### config.mk
export PLATFORM = sky130hd
export DESIGN_NAME = name_hash_bucket_index_core_flat
export DESIGN_NICKNAME = d
export VERILOG_FILES = /design/src/nhb_pkg.sv /design/src/nhb_if.sv /design/src/nhb_front.sv /design/src/nhb_queue.sv /design/src/nhb_back.sv /design/src/name_hash_bucket_index_core.sv /design/src/flat_wrapper.sv
export SDC_FILE = /design/constraint.sdc
export NUM_CORES = 1
export LEC_CHECK = 0
export BUFFER_PORTS_ARGS = -buffer_cell sky130_fd_sc_hd__buf_2
export CAP_MARGIN = 30
export CORE_UTILIZATION = 65
export CTS_CLUSTER_SIZE = 40
export DETAILED_ROUTE_END_ITERATION = 7
export PLACE_DENSITY_LB_ADDON = 0.1
export SLEW_MARGIN = 30
export SYNTH_ARGS = -nofsm -noshare
export SYNTH_HDL_FRONTEND = slang
export SYNTH_HIERARCHICAL = 1
export SYNTH_SLANG_ARGS = --single-unit
export TNS_END_PERCENT = 30
### constraint.sdc
create_clock -name clk -period 5.1 [get_ports clk]
set_input_delay 0.765 -clock clk [delete_from_list [all_inputs] [get_ports clk]]
set_output_delay 0.765 -clock clk [all_outputs]
set_load 0.02 [all_outputs]
### src/nhb_pkg.sv
package nhb_pkg;

	// hash geometry
	localparam int HASH_BITS = 32;
	localparam int CNT_W     = $clog2(HASH_BITS);
	localparam logic [HASH_BITS-1:0] HASH_SEED = 32'h0000_5555;

	// table sizes and bucket index
	localparam int SIZE_W  = 21;
	localparam int INDEX_W = 20;
	localparam logic [SIZE_W-1:0] MAX_BUCKETS        = 21'h10_0000;
	localparam logic [SIZE_W-1:0] CLIENT_SIZE_RESET  = 21'd6007;
	localparam logic [SIZE_W-1:0] CHANNEL_SIZE_RESET = 21'd2003;

	// register map
	localparam int REG_IDX_W = 2;
	localparam logic [REG_IDX_W-1:0] REG_CLIENT_SIZE  = 2'd0;
	localparam logic [REG_IDX_W-1:0] REG_CHANNEL_SIZE = 2'd1;

	// table select codes
	localparam logic TABLE_CLIENT  = 1'b0;
	localparam logic TABLE_CHANNEL = 1'b1;

	// one finished name waiting for its modulo
	typedef struct packed {
		logic [HASH_BITS-1:0] magnitude;
		logic [SIZE_W-1:0]    divisor;
	} queue_entry_t;

	// handshake between queue and divider
	typedef struct packed {
		logic valid;
		logic ready;
	} hs_t;

	typedef enum logic [1:0] {
		BK_IDLE,
		BK_DIV,
		BK_DONE
	} back_state_t;

	// A-Z to a-z
	function automatic logic [7:0] fold_case(input logic [7:0] b);
		logic [7:0] r;
		r = b;
		if (b >= 8'h41 && b <= 8'h5A) begin
			r = b + 8'h20;
		end
		return r;
	endfunction

endpackage

### src/nhb_if.sv
interface nhb_byte_if import nhb_pkg::*; ();
	logic       valid;
	logic       ready;
	logic [7:0] name_byte;
	logic       byte_present;
	logic       last_byte;
	logic       table_choice;

	modport source(output valid, name_byte, byte_present, last_byte, table_choice,
		input ready);
	modport sink(input valid, name_byte, byte_present, last_byte, table_choice,
		output ready);
endinterface

interface nhb_result_if import nhb_pkg::*; ();
	logic                 valid;
	logic                 ready;
	logic [INDEX_W-1:0]   bucket_index;
	logic [HASH_BITS-1:0] hash_magnitude;

	modport source(output valid, bucket_index, hash_magnitude, input ready);
	modport sink(input valid, bucket_index, hash_magnitude, output ready);
endinterface

interface nhb_cfg_if import nhb_pkg::*; ();
	logic                 valid;
	logic                 ready;
	logic [REG_IDX_W-1:0] index;
	logic [SIZE_W-1:0]    data;

	modport source(output valid, index, data, input ready);
	modport sink(input valid, index, data, output ready);
endinterface

### src/nhb_front.sv
module nhb_front import nhb_pkg::*; (
	input  logic         clk,
	input  logic         arst_n,
	nhb_byte_if.sink     byte_ch,
	nhb_cfg_if.sink      cfg_ch,
	output logic         push_valid,
	input  logic         push_ready,
	output queue_entry_t push_entry
);

	logic [HASH_BITS-1:0] hash_q;
	logic [SIZE_W-1:0]    client_size_q;
	logic [SIZE_W-1:0]    channel_size_q;
	logic [HASH_BITS-1:0] hash_next;
	logic [SIZE_W-1:0]    size_sel;
	logic                 accept;

	// bytes flow while the queue has room
	assign byte_ch.ready = push_ready;
	assign accept        = byte_ch.valid && push_ready;
	assign cfg_ch.ready  = 1'b1;

	// shift-xor step on the folded byte
	always_comb begin
		hash_next = hash_q;
		if (byte_ch.byte_present) begin
			hash_next = {hash_q[HASH_BITS-3:0], 2'b00}
				^ {{(HASH_BITS-8){1'b0}}, fold_case(byte_ch.name_byte)};
		end
	end

	// magnitude and clamped divisor for the end of a name
	always_comb begin
		size_sel = (byte_ch.table_choice == TABLE_CHANNEL) ? channel_size_q : client_size_q;
		push_entry.divisor = (size_sel > MAX_BUCKETS) ? MAX_BUCKETS : size_sel;
		push_entry.magnitude = hash_next[HASH_BITS-1]
			? (~hash_next) + {{(HASH_BITS-1){1'b0}}, 1'b1} : hash_next;
	end

	assign push_valid = byte_ch.valid && byte_ch.last_byte;

	// running hash, reseeded after each name
	always_ff @(posedge clk or negedge arst_n) begin
		if (!arst_n) begin
			hash_q <= HASH_SEED;
		end else if (accept) begin
			hash_q <= byte_ch.last_byte ? HASH_SEED : hash_next;
		end
	end

	// table size registers
	always_ff @(posedge clk or negedge arst_n) begin
		if (!arst_n) begin
			client_size_q  <= CLIENT_SIZE_RESET;
			channel_size_q <= CHANNEL_SIZE_RESET;
		end else if (cfg_ch.valid) begin
			unique case (cfg_ch.index)
				REG_CLIENT_SIZE:  client_size_q  <= cfg_ch.data;
				REG_CHANNEL_SIZE: channel_size_q <= cfg_ch.data;
				default: ;
			endcase
		end
	end

endmodule

### src/nhb_queue.sv
module nhb_queue import nhb_pkg::*; #(
	parameter int DEPTH = 2
) (
	input  logic         clk,
	input  logic         arst_n,
	input  logic         push_valid,
	output logic         push_ready,
	input  queue_entry_t push_entry,
	output hs_t          pop_hs_o,
	input  logic         pop_ready,
	output queue_entry_t pop_entry
);

	localparam int PTR_W = (DEPTH > 1) ? $clog2(DEPTH) : 1;
	localparam int FILL_W = $clog2(DEPTH + 1);

	queue_entry_t         mem_q [DEPTH];
	logic [PTR_W-1:0]     wr_ptr_q;
	logic [PTR_W-1:0]     rd_ptr_q;
	logic [FILL_W-1:0]    fill_q;
	logic                 do_push;
	logic                 do_pop;

	assign push_ready     = (fill_q != FILL_W'(DEPTH));
	assign pop_hs_o.valid = (fill_q != '0);
	assign pop_hs_o.ready = pop_ready;
	assign do_push        = push_valid && push_ready;
	assign do_pop         = pop_hs_o.valid && pop_ready;
	assign pop_entry      = mem_q[rd_ptr_q];

	// entry storage
	always_ff @(posedge clk) begin
		if (do_push) begin
			mem_q[wr_ptr_q] <= push_entry;
		end
	end

	// pointers and fill count
	always_ff @(posedge clk or negedge arst_n) begin
		if (!arst_n) begin
			wr_ptr_q <= '0;
			rd_ptr_q <= '0;
			fill_q   <= '0;
		end else begin
			if (do_push) begin
				wr_ptr_q <= (wr_ptr_q == PTR_W'(DEPTH - 1)) ? '0 : wr_ptr_q + 1'b1;
			end
			if (do_pop) begin
				rd_ptr_q <= (rd_ptr_q == PTR_W'(DEPTH - 1)) ? '0 : rd_ptr_q + 1'b1;
			end
			if (do_push && !do_pop) begin
				fill_q <= fill_q + 1'b1;
			end else if (do_pop && !do_push) begin
				fill_q <= fill_q - 1'b1;
			end
		end
	end

endmodule

### src/nhb_back.sv
module nhb_back import nhb_pkg::*; (
	input  logic         clk,
	input  logic         arst_n,
	input  logic         pop_valid,
	output logic         pop_ready,
	input  queue_entry_t pop_entry,
	nhb_result_if.source result_ch
);

	back_state_t          state_q;
	back_state_t          state_d;
	logic [HASH_BITS-1:0] dividend_q;
	logic [HASH_BITS-1:0] mag_q;
	logic [SIZE_W-1:0]    div_q;
	logic [INDEX_W-1:0]   rem_q;
	logic [CNT_W-1:0]     cnt_q;
	logic                 res_valid_q;
	logic [INDEX_W-1:0]   res_index_q;
	logic [HASH_BITS-1:0] res_mag_q;
	logic [SIZE_W-1:0]    trial;
	logic [INDEX_W-1:0]   step_rem;
	logic                 res_free;
	logic                 load_res;
	logic                 do_pop;

	assign res_free = !res_valid_q || result_ch.ready;

	// next state
	always_comb begin
		state_d = state_q;
		unique case (state_q)
			BK_IDLE: if (pop_valid) begin
				state_d = BK_DIV;
			end
			BK_DIV: if (cnt_q == CNT_W'(HASH_BITS - 1)) begin
				state_d = BK_DONE;
			end
			BK_DONE: if (res_free) begin
				state_d = BK_IDLE;
			end
			default: state_d = BK_IDLE;
		endcase
	end

	// state outputs
	always_comb begin
		pop_ready = 1'b0;
		load_res  = 1'b0;
		unique case (state_q)
			BK_IDLE: pop_ready = 1'b1;
			BK_DIV:  ;
			BK_DONE: load_res = res_free;
			default: ;
		endcase
	end

	assign do_pop = pop_valid && pop_ready;

	// one restoring step per cycle
	always_comb begin
		trial = {rem_q, dividend_q[HASH_BITS-1]};
		if (trial >= div_q) begin
			step_rem = INDEX_W'(trial - div_q);
		end else begin
			step_rem = trial[INDEX_W-1:0];
		end
	end

	always_ff @(posedge clk or negedge arst_n) begin
		if (!arst_n) begin
			state_q <= BK_IDLE;
			cnt_q   <= '0;
		end else begin
			state_q <= state_d;
			if (do_pop) begin
				cnt_q <= '0;
			end else if (state_q == BK_DIV) begin
				cnt_q <= cnt_q + 1'b1;
			end
		end
	end

	// divider datapath
	always_ff @(posedge clk) begin
		if (do_pop) begin
			dividend_q <= pop_entry.magnitude;
			mag_q      <= pop_entry.magnitude;
			div_q      <= pop_entry.divisor;
			rem_q      <= '0;
		end else if (state_q == BK_DIV) begin
			dividend_q <= {dividend_q[HASH_BITS-2:0], 1'b0};
			rem_q      <= step_rem;
		end
	end

	// result register
	always_ff @(posedge clk or negedge arst_n) begin
		if (!arst_n) begin
			res_valid_q <= 1'b0;
		end else if (load_res) begin
			res_valid_q <= 1'b1;
		end else if (result_ch.ready) begin
			res_valid_q <= 1'b0;
		end
	end

	always_ff @(posedge clk) begin
		if (load_res) begin
			res_index_q <= (div_q == '0) ? '0 : rem_q;
			res_mag_q   <= mag_q;
		end
	end

	assign result_ch.valid          = res_valid_q;
	assign result_ch.bucket_index   = res_index_q;
	assign result_ch.hash_magnitude = res_mag_q;

endmodule

### src/name_hash_bucket_index_core.sv
// channel    | dir  | payload
// byte_ch    | sink | name_byte, byte_present, last_byte, table_choice
// result_ch  | src  | bucket_index, hash_magnitude
// cfg_ch     | sink | index, data (0 client table size, 1 channel table size)
//
// bytes are taken one per cycle while the name queue has room
// each finished name then passes the back in turn: it is loaded, runs through
// the one-bit-per-cycle restoring divider, and its result is handed off
// a stalled result holds in the output register; the divider waits behind it,
// then the queue fills and byte_ch drops ready for every request until it drains
// reset clears the hash to its seed, the table sizes to 6007 and 2003,
// and empties queue, divider and output register
module name_hash_bucket_index_core import nhb_pkg::*; #(
	parameter int QUEUE_DEPTH = 2
) (
	input  logic         clk,
	input  logic         arst_n,
	nhb_byte_if.sink     byte_ch,
	nhb_result_if.source result_ch,
	nhb_cfg_if.sink      cfg_ch
);

	logic         push_valid;
	logic         push_ready;
	queue_entry_t push_entry;
	hs_t          pop_hs;
	logic         pop_ready;
	queue_entry_t pop_entry;

	// hash and classify
	nhb_front u_front (
		.clk       (clk),
		.arst_n    (arst_n),
		.byte_ch   (byte_ch),
		.cfg_ch    (cfg_ch),
		.push_valid(push_valid),
		.push_ready(push_ready),
		.push_entry(push_entry)
	);

	// finished names awaiting the divider
	nhb_queue #(
		.DEPTH(QUEUE_DEPTH)
	) u_queue (
		.clk       (clk),
		.arst_n    (arst_n),
		.push_valid(push_valid),
		.push_ready(push_ready),
		.push_entry(push_entry),
		.pop_hs_o  (pop_hs),
		.pop_ready (pop_ready),
		.pop_entry (pop_entry)
	);

	// modulo and result register
	nhb_back u_back (
		.clk      (clk),
		.arst_n   (arst_n),
		.pop_valid(pop_hs.valid),
		.pop_ready(pop_ready),
		.pop_entry(pop_entry),
		.result_ch(result_ch)
	);

endmodule

### src/flat_wrapper.sv
// flat-port wrapper written by rule: the top's interface ports become plain ports
module name_hash_bucket_index_core_flat import nhb_pkg::*;
#(
	parameter int QUEUE_DEPTH = 2
)
  (clk, arst_n, byte_ch_valid, byte_ch_name_byte, byte_ch_byte_present, byte_ch_last_byte, byte_ch_table_choice, byte_ch_ready, result_ch_valid, result_ch_bucket_index, result_ch_hash_magnitude, result_ch_ready, cfg_ch_valid, cfg_ch_index, cfg_ch_data, cfg_ch_ready);
  nhb_byte_if byte_ch_i ();
  nhb_result_if result_ch_i ();
  nhb_cfg_if cfg_ch_i ();
  input  logic clk;
  input  logic arst_n;
  input wire logic [$bits(byte_ch_i.valid)-1:0] byte_ch_valid;
  input wire logic [$bits(byte_ch_i.name_byte)-1:0] byte_ch_name_byte;
  input wire logic [$bits(byte_ch_i.byte_present)-1:0] byte_ch_byte_present;
  input wire logic [$bits(byte_ch_i.last_byte)-1:0] byte_ch_last_byte;
  input wire logic [$bits(byte_ch_i.table_choice)-1:0] byte_ch_table_choice;
  output wire logic [$bits(byte_ch_i.ready)-1:0] byte_ch_ready;
  output wire logic [$bits(result_ch_i.valid)-1:0] result_ch_valid;
  output wire logic [$bits(result_ch_i.bucket_index)-1:0] result_ch_bucket_index;
  output wire logic [$bits(result_ch_i.hash_magnitude)-1:0] result_ch_hash_magnitude;
  input wire logic [$bits(result_ch_i.ready)-1:0] result_ch_ready;
  input wire logic [$bits(cfg_ch_i.valid)-1:0] cfg_ch_valid;
  input wire logic [$bits(cfg_ch_i.index)-1:0] cfg_ch_index;
  input wire logic [$bits(cfg_ch_i.data)-1:0] cfg_ch_data;
  output wire logic [$bits(cfg_ch_i.ready)-1:0] cfg_ch_ready;
  assign byte_ch_i.valid = byte_ch_valid;
  assign byte_ch_i.name_byte = byte_ch_name_byte;
  assign byte_ch_i.byte_present = byte_ch_byte_present;
  assign byte_ch_i.last_byte = byte_ch_last_byte;
  assign byte_ch_i.table_choice = byte_ch_table_choice;
  assign byte_ch_ready = byte_ch_i.ready;
  assign result_ch_valid = result_ch_i.valid;
  assign result_ch_bucket_index = result_ch_i.bucket_index;
  assign result_ch_hash_magnitude = result_ch_i.hash_magnitude;
  assign result_ch_i.ready = result_ch_ready;
  assign cfg_ch_i.valid = cfg_ch_valid;
  assign cfg_ch_i.index = cfg_ch_index;
  assign cfg_ch_i.data = cfg_ch_data;
  assign cfg_ch_ready = cfg_ch_i.ready;
  name_hash_bucket_index_core #(.QUEUE_DEPTH(QUEUE_DEPTH)) u_core (.clk(clk), .arst_n(arst_n), .byte_ch(byte_ch_i), .result_ch(result_ch_i), .cfg_ch(cfg_ch_i));
endmodule
==> flow_metrics.py <==
metrics = {
    "outcome": {
        "status": "complete, no violations",
    },
    "worst_setup_path": {
        "cp-end-kind": "flip-flop",
        "worstPathMaxFanout": 19,
        "critPathSlowestCell": "or3_1",
        "worstSetupStartpointType": "flip-flop",
        "cp.arrival_ns": 3.63,
        "required_ns": 5.50,
        "critical_path_class": "flip-flop to flip-flop",
        "crit_chain": "inv_1 > ha_1 > a21o_1 > a21oi_1 > a311oi_4 > nor3_2 > or3_1 > a211oi_1 > a311o_1",
        "max_stage_delay_ns": 0.67,
    },
    "sta": {
        "setup_viol": 0,
        "hold_viol_final": 0,
        "setup_slack_ns": 1.864,
        "grt_setup_unrepaired": "no",
        "skew_ns": 0.01688,
        "report.final.slew_viol_count": 0,
        "fin_crit_ns": 3.236,
        "fin_crit_sh_pct": 63.46,
        "fmax_ghz": 0.3090,
        "slew_headroom_pct": 40.53,
        "worstMarginPinSlew_ns": 0.8900,
        "finalSetupTns_ns": 0,
    },
    "placement": {
        "place_congestion": 0.8791,
        "place_ws_ns": 1.663,
        "placed_cell_area_sq_um": 17050,
        "portBuffers": 92,
        "place_hpwl_mm": 21.38,
    },
    "clock_tree": {
        "post_cts_resized": 0,
        "cts_num_sinks": 349,
        "cts_tree": "built",
        "clk_latency_ns": 0.52,
        "clock_tree.buffer_depth": 3,
        "post_cts_buffers": 0,
        "clk_pin_slew_worst_paths_ns": 0.06,
        "ctsRootBufferMaster": "clkbuf_16",
        "htreeDepth": 2,
        "hold_buffers": 0,
        "cts_buffers": 36,
    },
    "grt": {
        "grtUsageTotal_pct": 24.72,
        "grt_max_degree": 87,
        "busiest_layer": "met1",
        "use_met3_pct": 3.801,
        "gr-usage-met2_pct": 36.46,
        "grt_first_pass_wirelength_mm": 50.96,
        "grt_overflow": 0,
        "antenna_found_initial": 0,
        "grt_pass1_vias": 9689,
        "met1_usage_pct": 39.15,
    },
    "floorplan": {
        "placementRows": 57,
        "start_util_pct": 67.00,
        "die_y_um": 161.0,
        "io_pins": 94,
        "core-area_sq_um": 24530,
        "die-area_sq_um": 25930,
        "die_w_um": 161.0,
    },
    "detailed_routing": {
        "initialDrtViolationCount": 851,
        "vias": 10290,
        "ant_nets": 0,
        "wl_per_cell_um": 18.47,
        "drt_pass1_iterations": 5,
        "via_per_inst": 5.980,
        "drc_errors": 0,
        "drt_wl_total_mm": 31.77,
    },
    "layout": {
        "multiInputGateArea_sq_um": 6041,
        "seqCellArea_sq_um": 9883,
        "drive_gt1_share_pct": 23.85,
        "stdcell_area_sq_um": 18330,
        "fillers": 1576,
        "areaGrowthSynthToFinish_pct": 11.52,
        "diodes": 0,
        "fin_nets": 1435,
        "utilization_pct": 74.72,
    },
    "power": {
        "finalPower_mw": 10.15,
        "power_leakage_nw": 7.166,
        "p_per_area_nw_per_um2": 553.7,
        "peakVddDrop_v": 0.0004107,
    },
    "synthesis": {
        "synth_warnings": 6,
        "syn-cell-area_sq_um": 16440,
        "synth_nets": 1360,
        "synth_cells": 1294,
        "avgSynthCellArea_sq_um": 12.70,
    },
    "flow_run": {
        "cap_violations": 0,
    },
    "min_path": {
        "hold_class": "input pin to async pin",
    },
}
power breakdown:
group / internal (mW) / switching, mW / leakage, nW / total, mW
Combinational: 1.31 / 1.81 / 3.09 / 3.12
Sequential: 3.90 / 0.488 / 3.47 / 4.38
Clock: 1.60 / 1.05 / 0.603 / 2.65
Total: 6.80 / 3.35 / 7.17 / 10.1
state kept, by name, indices dropped and copies added, names as in the netlist, 2 cells and up:
name / cells
u_core/u_front/client_size_q: 21
u_core/u_back/state_q: 2
u_core/u_back/mag_q: 32
u_core/u_front/hash_q: 32
u_core/u_back/cnt_q: 5
u_core/u_back/result_ch.hash_magnitude: 32
u_core/u_back/dividend_q: 32
u_core/u_queue/fill_q: 2
u_core/u_back/result_ch.bucket_index: 20
u_core/u_front/channel_size_q: 21
u_core/u_back/div_q: 21
u_core/u_queue/mem_q: 106
u_core/u_back/rem_q: 20
metal layers:
layer	part of all wire, %	up-vias
li1	-	4915
met2	44	366
met1	48	4962
met5	0	-
met3	6.5	43
met4	1.5	0
through the flow:
stage	cells	hold WS [ns]
2_1_floorplan	1294	0.4003
3_3_place_gp	1652	0.4009
3_5_place_dp	1653	0.4045
4_1_cts	1718	0.1421
5_1_grt	1720	0.1680
6_report	1720	0.1462
layout by cell type (no fill, tap or decap), types with 32 or more instances in the layout:
cell / count
mux2i_1: 36
edfxtp_1: 243
mux2_4: 49
clkbuf_16: 38
buf_2: 91
inv_1: 32
nand2_1: 164
a21oi_1: 59
o21ai_0: 46
nor2b_1: 38
mux2_2: 49
nor2_1: 61
dfrtp_1: 59
xor2_1: 32
area by class of cell:
cell class,instances,area share (%)
sequential,349,53.91
tap,324,2.211
clock inverter,16,1.058
timing repair buffer,110,3.481
inverter,34,0.6962
clock buffer,49,5.686
multi-input combinational,838,32.95
final timing paths:
| kind | cells past startpoint | startpoint | endpoint | slack (ns) |
|---|---|---|---|---|
| max | 9 | u_core/u_back/div_q[3]$_DFFE_PP_ | u_core/u_back/rem_q[6]$_SDFFE_PP0P_ | 1.86 |
| min | 1 | arst_n | u_core/u_front/hash_q[24]$_DFFE_PN0P_ | 0.15 |
| max reg2reg | 9 | u_core/u_back/div_q[3]$_DFFE_PP_ | u_core/u_back/rem_q[6]$_SDFFE_PP0P_ | 1.86 |
| min reg2reg | 0 | u_core/u_back/mag_q[20]$_DFFE_PP_ | u_core/u_back/result_ch.hash_magnitude[20]$_DFFE_PP_ | 0.42 |
| max in group asynchronous | 2 | arst_n | u_core/u_queue/rd_ptr_q$_DFFE_PN0P_ | 3.83 |
| min in group clk | 0 | u_core/u_back/mag_q[20]$_DFFE_PP_ | u_core/u_back/result_ch.hash_magnitude[20]$_DFFE_PP_ | 0.42 |
critical path: cells and delay by family, from the launching register on:
family                   cells  cell delay [ns]
buffers and inverters        1             0.06
flip-flops                   1             0.35
adder cells (fa/ha/maj)      1             0.36
AO/OA/AOI/OAI                5             1.22
AND/OR/NAND/NOR              2             1.15
Note: power is estimated with default switching activity, not from simulation.
